### src/olad_pkg.sv
`default_nettype none

package olad_pkg;

  localparam int DefaultDepth = 64;
  localparam int DataW        = 32;
  localparam int PosW         = 6;
  localparam int CntW         = 7;
  localparam int StatusW      = 3;

  localparam logic ActAppend = 1'b0;
  localparam logic ActDelete = 1'b1;

  typedef enum logic [StatusW-1:0] {
    StAppended = 3'd0,
    StDeleted  = 3'd1,
    StNotFound = 3'd2,
    StEmpty    = 3'd3,
    StFull     = 3'd4
  } status_e;

  typedef enum logic [1:0] {
    SIdle,
    SOp,
    SScan,
    SShift
  } state_e;

  // Per-cell controls: load takes the key, capture latches the compare,
  // scan moves match flags toward the head, shift moves data toward the head.
  typedef struct packed {
    logic load;
    logic capture;
    logic scan;
    logic shift;
  } cell_ctrl_t;

endpackage

`default_nettype wire

### src/olad_cell.sv
`default_nettype none

module olad_cell (
  input  wire                           clk_i,
  input  wire  olad_pkg::cell_ctrl_t    ctrl_i,
  input  wire  [olad_pkg::DataW-1:0]    key_i,
  input  wire  [olad_pkg::DataW-1:0]    next_data_i,
  input  wire                           next_match_i,
  output logic [olad_pkg::DataW-1:0]    data_o,
  output logic                          match_o
);
  import olad_pkg::*;

  logic [DataW-1:0] data_q;
  logic             match_q;

  always_ff @(posedge clk_i) begin
    if (ctrl_i.load) begin
      data_q <= key_i;
    end else if (ctrl_i.shift) begin
      data_q <= next_data_i;
    end
  end

  always_ff @(posedge clk_i) begin
    if (ctrl_i.capture) begin
      match_q <= (data_q == key_i);
    end else if (ctrl_i.scan) begin
      match_q <= next_match_i;
    end
  end

  assign data_o  = data_q;
  assign match_o = match_q;

endmodule

`default_nettype wire

### src/ordered_list_append_delete_first_unit.sv
`default_nettype none

// Ordered list of signed 32-bit values with append at the tail and removal
// of the first entry (from the head) equal to a search value.
// Command channel: a transaction (action_i, value_i) is taken at a rising
// edge with start_i high and busy_o low. busy_o stays high until the result
// is registered. Each transaction gives one result, shown on status_o,
// position_o and count_o for exactly one cycle while result_valid_o is high;
// the receiver cannot stall, so the result is simply taken in that cycle.
// Storage is a row of DEPTH cells; each cell holds one entry and hands data
// and match flags to its head-side neighbor.
// Sequence: append, full and delete on an empty list give their result from
// SOp; a delete on a non-empty list captures the compare in SOp, scans in
// SScan until a hit or the last held entry, and on a hit removes the entry
// in SShift by moving the entries behind it toward the head.
// The match scan walks the cell row one position per cycle, and a new
// transaction is taken only after the result of the last one is registered.
// A new transaction may be started in the cycle the result strobe is high.
// Reset clears the entry count and the control state; cell contents are not
// cleared and are read only after they have been written.
module ordered_list_append_delete_first_unit #(
  parameter int DEPTH = olad_pkg::DefaultDepth
) (
  input  wire                               clk_i,
  input  wire                               rst_ni,
  input  wire                               start_i,
  output logic                              busy_o,
  input  wire  [0:0]                        action_i,
  input  wire  signed [olad_pkg::DataW-1:0] value_i,
  output logic                              result_valid_o,
  output logic [olad_pkg::StatusW-1:0]      status_o,
  output logic [olad_pkg::PosW-1:0]         position_o,
  output logic [olad_pkg::CntW-1:0]         count_o
);
  import olad_pkg::*;

  localparam int IdxW  = $clog2(DEPTH);
  localparam int CntIW = $clog2(DEPTH + 1);

  state_e               state_q, state_d;
  logic [IdxW-1:0]      idx_q, idx_d;
  logic [CntIW-1:0]     count_q, count_d;
  logic [DataW-1:0]     key_q;
  logic                 act_q;

  logic                 rv_q, rv_d;
  status_e              status_q, res_status;
  logic [PosW-1:0]      pos_q;
  logic [CntW-1:0]      cnt_q;
  logic [IdxW-1:0]      res_pos;
  logic [CntIW-1:0]     res_cnt;

  logic                 do_load, do_shift, do_capture, do_scan;
  logic                 is_full, is_empty, scan_last;
  logic                 accept;

  logic [DataW-1:0]     data_w [DEPTH+1];
  logic [DEPTH:0]       match_w;

  logic [PosW+IdxW-1:0]   pos_ext;
  logic [CntW+CntIW-1:0]  cnt_ext;

  assign accept    = start_i && (state_q == SIdle);
  assign busy_o    = (state_q != SIdle);
  assign is_full   = (count_q == CntIW'(DEPTH));
  assign is_empty  = (count_q == '0);
  assign scan_last = ((CntIW'(idx_q) + CntIW'(1)) == count_q);

  always_ff @(posedge clk_i or negedge rst_ni) begin
    if (!rst_ni) begin
      state_q <= SIdle;
      idx_q   <= '0;
      count_q <= '0;
      rv_q    <= 1'b0;
    end else begin
      state_q <= state_d;
      idx_q   <= idx_d;
      count_q <= count_d;
      rv_q    <= rv_d;
    end
  end

  // Hold the command for the whole transaction.
  always_ff @(posedge clk_i) begin
    if (accept) begin
      key_q <= $unsigned(value_i);
      act_q <= action_i[0];
    end
  end

  always_comb begin
    state_d    = state_q;
    idx_d      = idx_q;
    count_d    = count_q;
    rv_d       = 1'b0;
    res_status = StAppended;
    res_pos    = '0;
    res_cnt    = count_q;
    do_load    = 1'b0;
    do_shift   = 1'b0;
    do_capture = 1'b0;
    do_scan    = 1'b0;
    case (state_q)
      SIdle: begin
        if (accept) begin
          state_d = SOp;
        end
      end
      SOp: begin
        if (act_q == ActAppend) begin
          rv_d    = 1'b1;
          state_d = SIdle;
          if (is_full) begin
            res_status = StFull;
          end else begin
            do_load    = 1'b1;
            count_d    = count_q + CntIW'(1);
            res_status = StAppended;
            res_pos    = count_q[IdxW-1:0];
            res_cnt    = count_q + CntIW'(1);
          end
        end else if (is_empty) begin
          rv_d       = 1'b1;
          res_status = StEmpty;
          state_d    = SIdle;
        end else begin
          do_capture = 1'b1;
          idx_d      = '0;
          state_d    = SScan;
        end
      end
      SScan: begin
        if (match_w[0]) begin
          state_d = SShift;
        end else if (scan_last) begin
          rv_d       = 1'b1;
          res_status = StNotFound;
          state_d    = SIdle;
        end else begin
          do_scan = 1'b1;
          idx_d   = idx_q + IdxW'(1);
        end
      end
      SShift: begin
        do_shift   = 1'b1;
        count_d    = count_q - CntIW'(1);
        rv_d       = 1'b1;
        res_status = StDeleted;
        res_pos    = idx_q;
        res_cnt    = count_q - CntIW'(1);
        state_d    = SIdle;
      end
      default: begin
        state_d = SIdle;
      end
    endcase
  end

  // Fields wider than the ports report their low bits.
  assign pos_ext = {{PosW{1'b0}}, res_pos};
  assign cnt_ext = {{CntW{1'b0}}, res_cnt};

  always_ff @(posedge clk_i) begin
    if (rv_d) begin
      status_q <= res_status;
      pos_q    <= pos_ext[PosW-1:0];
      cnt_q    <= cnt_ext[CntW-1:0];
    end
  end

  assign result_valid_o = rv_q;
  assign status_o       = status_q;
  assign position_o     = pos_q;
  assign count_o        = cnt_q;

  // Tail end of the row feeds zeros.
  assign data_w[DEPTH]  = '0;
  assign match_w[DEPTH] = 1'b0;

  for (genvar i = 0; i < DEPTH; i++) begin : g_cell
    cell_ctrl_t ctrl;

    always_comb begin
      ctrl.load    = do_load && (count_q == CntIW'(i));
      ctrl.capture = do_capture;
      ctrl.scan    = do_scan;
      ctrl.shift   = do_shift && (IdxW'(i) >= idx_q);
    end

    olad_cell u_cell (
      .clk_i        (clk_i),
      .ctrl_i       (ctrl),
      .key_i        (key_q),
      .next_data_i  (data_w[i+1]),
      .next_match_i (match_w[i+1]),
      .data_o       (data_w[i]),
      .match_o      (match_w[i])
    );
  end

  a_count_bound : assert property (@(posedge clk_i) disable iff (!rst_ni)
    count_q <= CntIW'(DEPTH))
    else $error("entry count beyond depth");

  a_strobe_idle : assert property (@(posedge clk_i) disable iff (!rst_ni)
    rv_q |-> (state_q == SIdle))
    else $error("result strobe while a transaction is still running");

  a_accept_busy : assert property (@(posedge clk_i) disable iff (!rst_ni)
    (start_i && !busy_o) |=> busy_o)
    else $error("accepted transaction did not raise busy");

  a_scan_range : assert property (@(posedge clk_i) disable iff (!rst_ni)
    (state_q == SScan) |-> (CntIW'(idx_q) < count_q))
    else $error("scan index past the held entries");

  a_delete_count : assert property (@(posedge clk_i) disable iff (!rst_ni)
    (state_q == SShift) |=> (count_q == $past(count_q) - CntIW'(1)))
    else $error("delete did not drop the entry count");

endmodule

`default_nettype wire
### config.mk
export PLATFORM = sky130hd
export DESIGN_NAME = ordered_list_append_delete_first_unit
export DESIGN_NICKNAME = d
export VERILOG_FILES = /design/src/olad_pkg.sv /design/src/olad_cell.sv /design/src/ordered_list_append_delete_first_unit.sv
export SDC_FILE = /design/constraint.sdc
export NUM_CORES = 2
export LEC_CHECK = 0
export ABC_CLOCK_PERIOD_IN_PS = 11750
export BUFFER_PORTS_ARGS = -buffer_cell sky130_fd_sc_hd__buf_2
export CORE_UTILIZATION = 50
export CTS_CLUSTER_SIZE = 30
export DETAILED_ROUTE_END_ITERATION = 7
export GPL_TIMING_DRIVEN = 1
export MAX_ROUTING_LAYER = met4
export PLACE_DENSITY = 0.73
export REMOVE_ABC_BUFFERS = 1
export SLEW_MARGIN = 20
export SYNTH_ARGS = -nofsm -noshare
export SYNTH_HDL_FRONTEND = slang
export SYNTH_SLANG_ARGS = --single-unit
export TNS_END_PERCENT = 5
### constraint.sdc
create_clock -name clk_i -period 11.75 [get_ports clk_i]
set_input_delay 0.5875 -clock clk_i [delete_from_list [all_inputs] [get_ports clk_i]]
set_output_delay 0.5875 -clock clk_i [all_outputs]
set_load 0.05 [all_outputs]
==> impl_metrics.ini <==
[global_route]
globalRouteOverflowTotal = 0
initial_antenna_violation_count = 3
grt_max_degree = 106
via_count_of_the_first_global_routing_pass = 69100
grt_usage_pct = 27.7
global_route_wire_length_before_repair_um = 464000

[route]
detail_route.drc_violations = 0
num_vias = 67900
detail_route.vias_per_cell = 6.07
ant_nets = 0
total_wire_length_after_detailed_routing_um = 317000
dr.first_iter.drc_count = 7170
first_pass_iters = 5
route.detailed.wl_per_inst_um = 28.4

[place]
hpwl_um = 200000
dpl_cell_area_um2 = 119000
final_replace_weighted_congestion = 0.922
port-buffer-count = 53

[synthesis]
seq_area_frac_synth_pct = 56.5
yosys.cell_types.count = 46
syn_area_per_cell_um2 = 14.2
synth_top_cells_by_count = sky130_fd_sc_hd__edfxtp_1 (2,161), sky130_fd_sc_hd__xor2_1 (2,049), sky130_fd_sc_hd__mux2_2 (2,016)
dominant_cell_type_by_area_after_synthesis = sky130_fd_sc_hd__edfxtp_1
ys_dominant_reg_cell = sky130_fd_sc_hd__edfxtp_1
post_synth_edffs = 2161
netlist_instances = 8127
synth.area.top_cells = sky130_fd_sc_hd__edfxtp_1 (56%), sky130_fd_sc_hd__mux2_2 (20%), sky130_fd_sc_hd__xor2_1 (16%), sky130_fd_sc_hd__nor4_1 (2.8%), sky130_fd_sc_hd__clkbuf_1 (1.5%)
top_count_cell_post_synth = sky130_fd_sc_hd__edfxtp_1
yosys_warnings = 0
postSynthRegisterBits = 2177
area_of_the_mapped_netlist_um2 = 116000
async_set_reset_flop_share_out_of_synthesis_pct = 0.735
yosys.area.top_type_share_pct = 56.2

[sta]
maxSlewHeadroom_pct = 24.0
min_period_ns = 4.28
setup_viol_count_final = 0
finalCritPeriodShare_pct = 36.5
fmax_mhz = 233
setup_total_negative_slack_ns = 0
rsz0062_at_grt = false
slew_violations = 0
clock_skew_ns = 0.0889
tightest_slew_ns = 1.14
final-hold-violation-count = 0

[clock_tree]
clk_root_buffer_cell = sky130_fd_sc_hd__clkbuf_16
cts.repair_timing.setup_buffer_count = 0
cts_buffers = 225
ctsLongestPathBuffers = 3
clock_tree_from_tritoncts = done
clock-sinks = 2177
worst_skew_pair.late_latency_ns = 0.92
cts.clk_slew.worst_paths_ns = 0.07
ctsHtreeMaxLevel = 4

[power_and_ir_drop]
total_leakage_power_nw = 44.0
pwr_density_cell_nw_per_um2 = 196
clockPowerShare_pct = 29.0
p_comb_share_pct = 24.1
power.ir.vdd_worst_v = 0.000169
p_int_mw = 16.6
power.net_switching_mw = 8.19
pwr-share-seq_pct = 46.9
power_switching_share_pct = 33.0

[layout]
nNetsFinal = 8001
nFillCells = 18500
drive_above_1_share_pct = 32.6
stdcell_area_um2 = 127000
syn_to_final_growth_pct = 9.77

[floorplan]
boundaryPins = 54
core_outline_area_um2 = 230000
dieHeight_um = 483
number_of_placement_rows = 176
starting_utilization_of_the_core_area_pct = 50.2
die_width_um = 483
design.die.area_um2 = 233000

[critical_path]
critical_path.max_fanout = 43
end_kind = flop
worst_ep_arrival_time_ns = 4.76
critPathRequiredTime_ns = 12.22
timing.critical_path.slowest_stage_cell = sky130_fd_sc_hd__nand2_4
timing.setup.critical_path_class = reg2reg
critical_path.cell_chain = nand2_1, o21a_1, o22ai_1, o21ai_0, nand2_4, buf_4
worstSetupStartpointType = flop
critical-path-max-stage-delay_ns = 0.92

[run_status]
run_status = finished clean

[job]
maxCapViolations = 0

[worst_hold_path]
hold_class = in2reg
==> sequential cells by signal (all words and copies together) (netlist names) <==
name / cells
count_q: 7
idx_q: 6
status_o: 3
result_valid_o: 1
act_q: 1
key_q: 32
count_o: 7
g_cell.u_cell.data_o: 2048
position_o: 6
g_cell.u_cell.match_o: 64
state_q: 2
==> placed cells by master, fill, tap and decap left out, types with 6 or more instances in the layout <==
master | Yosys | routed
sky130_fd_sc_hd__dlygate4sd3_1 | 0 | 34
sky130_fd_sc_hd__and3_1 | 37 | 37
sky130_fd_sc_hd__buf_12 | 0 | 21
sky130_fd_sc_hd__o211ai_1 | 7 | 7
sky130_fd_sc_hd__dfrtp_1 | 16 | 16
sky130_fd_sc_hd__inv_1 | 13 | 13
sky130_fd_sc_hd__o31ai_1 | 65 | 63
sky130_fd_sc_hd__clkinv_2 | 0 | 37
sky130_fd_sc_hd__diode_2 | 0 | 6
sky130_fd_sc_hd__mux2_2 | 2016 | 2016
sky130_fd_sc_hd__o21ai_2 | 0 | 24
sky130_fd_sc_hd__clkbuf_1 | 461 | 54
sky130_fd_sc_hd__ha_1 | 9 | 9
sky130_fd_sc_hd__clkinv_1 | 0 | 46
sky130_fd_sc_hd__bufinv_16 | 0 | 20
sky130_fd_sc_hd__nand2_2 | 0 | 7
sky130_fd_sc_hd__nand2_1 | 199 | 191
sky130_fd_sc_hd__nor2b_1 | 6 | 6
sky130_fd_sc_hd__clkinv_16 | 0 | 11
sky130_fd_sc_hd__o21ai_0 | 64 | 35
sky130_fd_sc_hd__nor4_1 | 514 | 514
sky130_fd_sc_hd__nor2_1 | 38 | 36
sky130_fd_sc_hd__buf_4 | 0 | 190
sky130_fd_sc_hd__clkbuf_16 | 0 | 225
sky130_fd_sc_hd__nand2b_1 | 8 | 8
sky130_fd_sc_hd__nor3_1 | 12 | 11
sky130_fd_sc_hd__clkinvlp_4 | 0 | 15
sky130_fd_sc_hd__a21oi_1 | 13 | 13
sky130_fd_sc_hd__xnor2_1 | 10 | 10
sky130_fd_sc_hd__a21boi_0 | 7 | 7
sky130_fd_sc_hd__edfxtp_1 | 2161 | 2161
sky130_fd_sc_hd__xor2_1 | 2049 | 2049
sky130_fd_sc_hd__nand3_1 | 12 | 11
sky130_fd_sc_hd__nand4_1 | 135 | 135
sky130_fd_sc_hd__buf_2 | 19 | 53
==> routing by layer <==
metal	track usage, %	vias to the layer above	share of wire [%]	wire length (µm)
met4	8.62	0	3.1	9790
li1	-	29700	-	-
met3	3.84	580	6.8	21700
met5	-	-	0	0
met2	43.7	2662	48	151000
met1	37.0	35000	42	135000
==> logic make-up (layout without fill, tap and decap cells) <==
| family | count (synthesis) | count (layout) | share of synthesized area [%] |
|---|---|---|---|
| compound gates | 175 | 175 | 0.978 |
| xor+xnor | 2059 | 2059 | 15.6 |
| fa+ha+maj | 9 | 9 | 0.0975 |
| other cells | 0 | 6 | 0 |
| simple gates | 977 | 977 | 4.78 |
| buf+inv | 711 | 733 | 2.33 |
| mux | 2019 | 2019 | 19.7 |
| flops | 2177 | 2177 | 56.5 |
==> power groups by stage <==
stage	logic, mW	registers [mW]	clock network, mW
finish	5.97	11.6	7.19
global route	6.36	11.7	7.54
CTS	5.92	11.6	7.25
detailed placement	5.86	11.7	0
global placement	5.78	11.8	0
floorplan	3.21	12.0	0
==> stage by stage <==
stage / hold slack [ns] / util [%] / total power, mW / instances / setup WS (ns)
global route: 0.156 / 55.1 / 25.6 / 11200 / 7.30
floorplan: 0.292 / - / 15.2 / 7429 / 5.32
global placement: 0.503 / 51.7 / 17.5 / 10700 / 7.66
detailed placement: 0.505 / 51.8 / 17.6 / 10700 / 7.62
finish: 0.157 / 55.2 / 24.8 / 11200 / 7.47
CTS: 0.148 / 55.1 / 24.8 / 11200 / 7.58
==> layout make-up <==
cell class	instances	area [µm²]	area share (%)
Clock buffer	280	5850	4.61
Antenna cell	6	15.0	0.0118
Clock inverter	140	1520	1.20
Sequential cell	2177	65300	51.5
Timing Repair Buffer	300	2510	1.98
Multi-Input combinational cell	5239	47800	37.7
Tap cell	3026	3790	2.99
Inverter	13	48.8	0.0385
==> repair_timing <==
action,4_1_cts,5_1_grt
resized for setup,0,0
endpoints found under the setup margin,0,0
hold endpoints to repair,49,0
hold buffers,34,0
==> worst paths after layout <==
kind / startpoint / depth (start not counted) / slack [ns] / end
max in group asynchronous: rst_ni / 2 / 11.10 / idx_q[0]
setup reg to reg: idx_q[3] / 6 / 7.47 / g_cell[14].u_cell.match_o
min in group asynchronous: rst_ni / 2 / 0.20 / result_valid_o
hold / removal: start_i / 3 / 0.16 / state_q[0]
hold reg to reg: g_cell[63].u_cell.match_o / 2 / 0.51 / g_cell[62].u_cell.match_o
setup / recovery: idx_q[3] / 6 / 7.47 / g_cell[14].u_cell.match_o
==> worst max-delay path, delay by kind of cell, from the launching register on <==
family | cells | cell delay [ns]
simple gates | 2 | 1.33
flops | 1 | 0.87
buf+inv | 1 | 0.60
compound gates | 3 | 1.02
No activity file was read; power rests on OpenSTA's default activity.
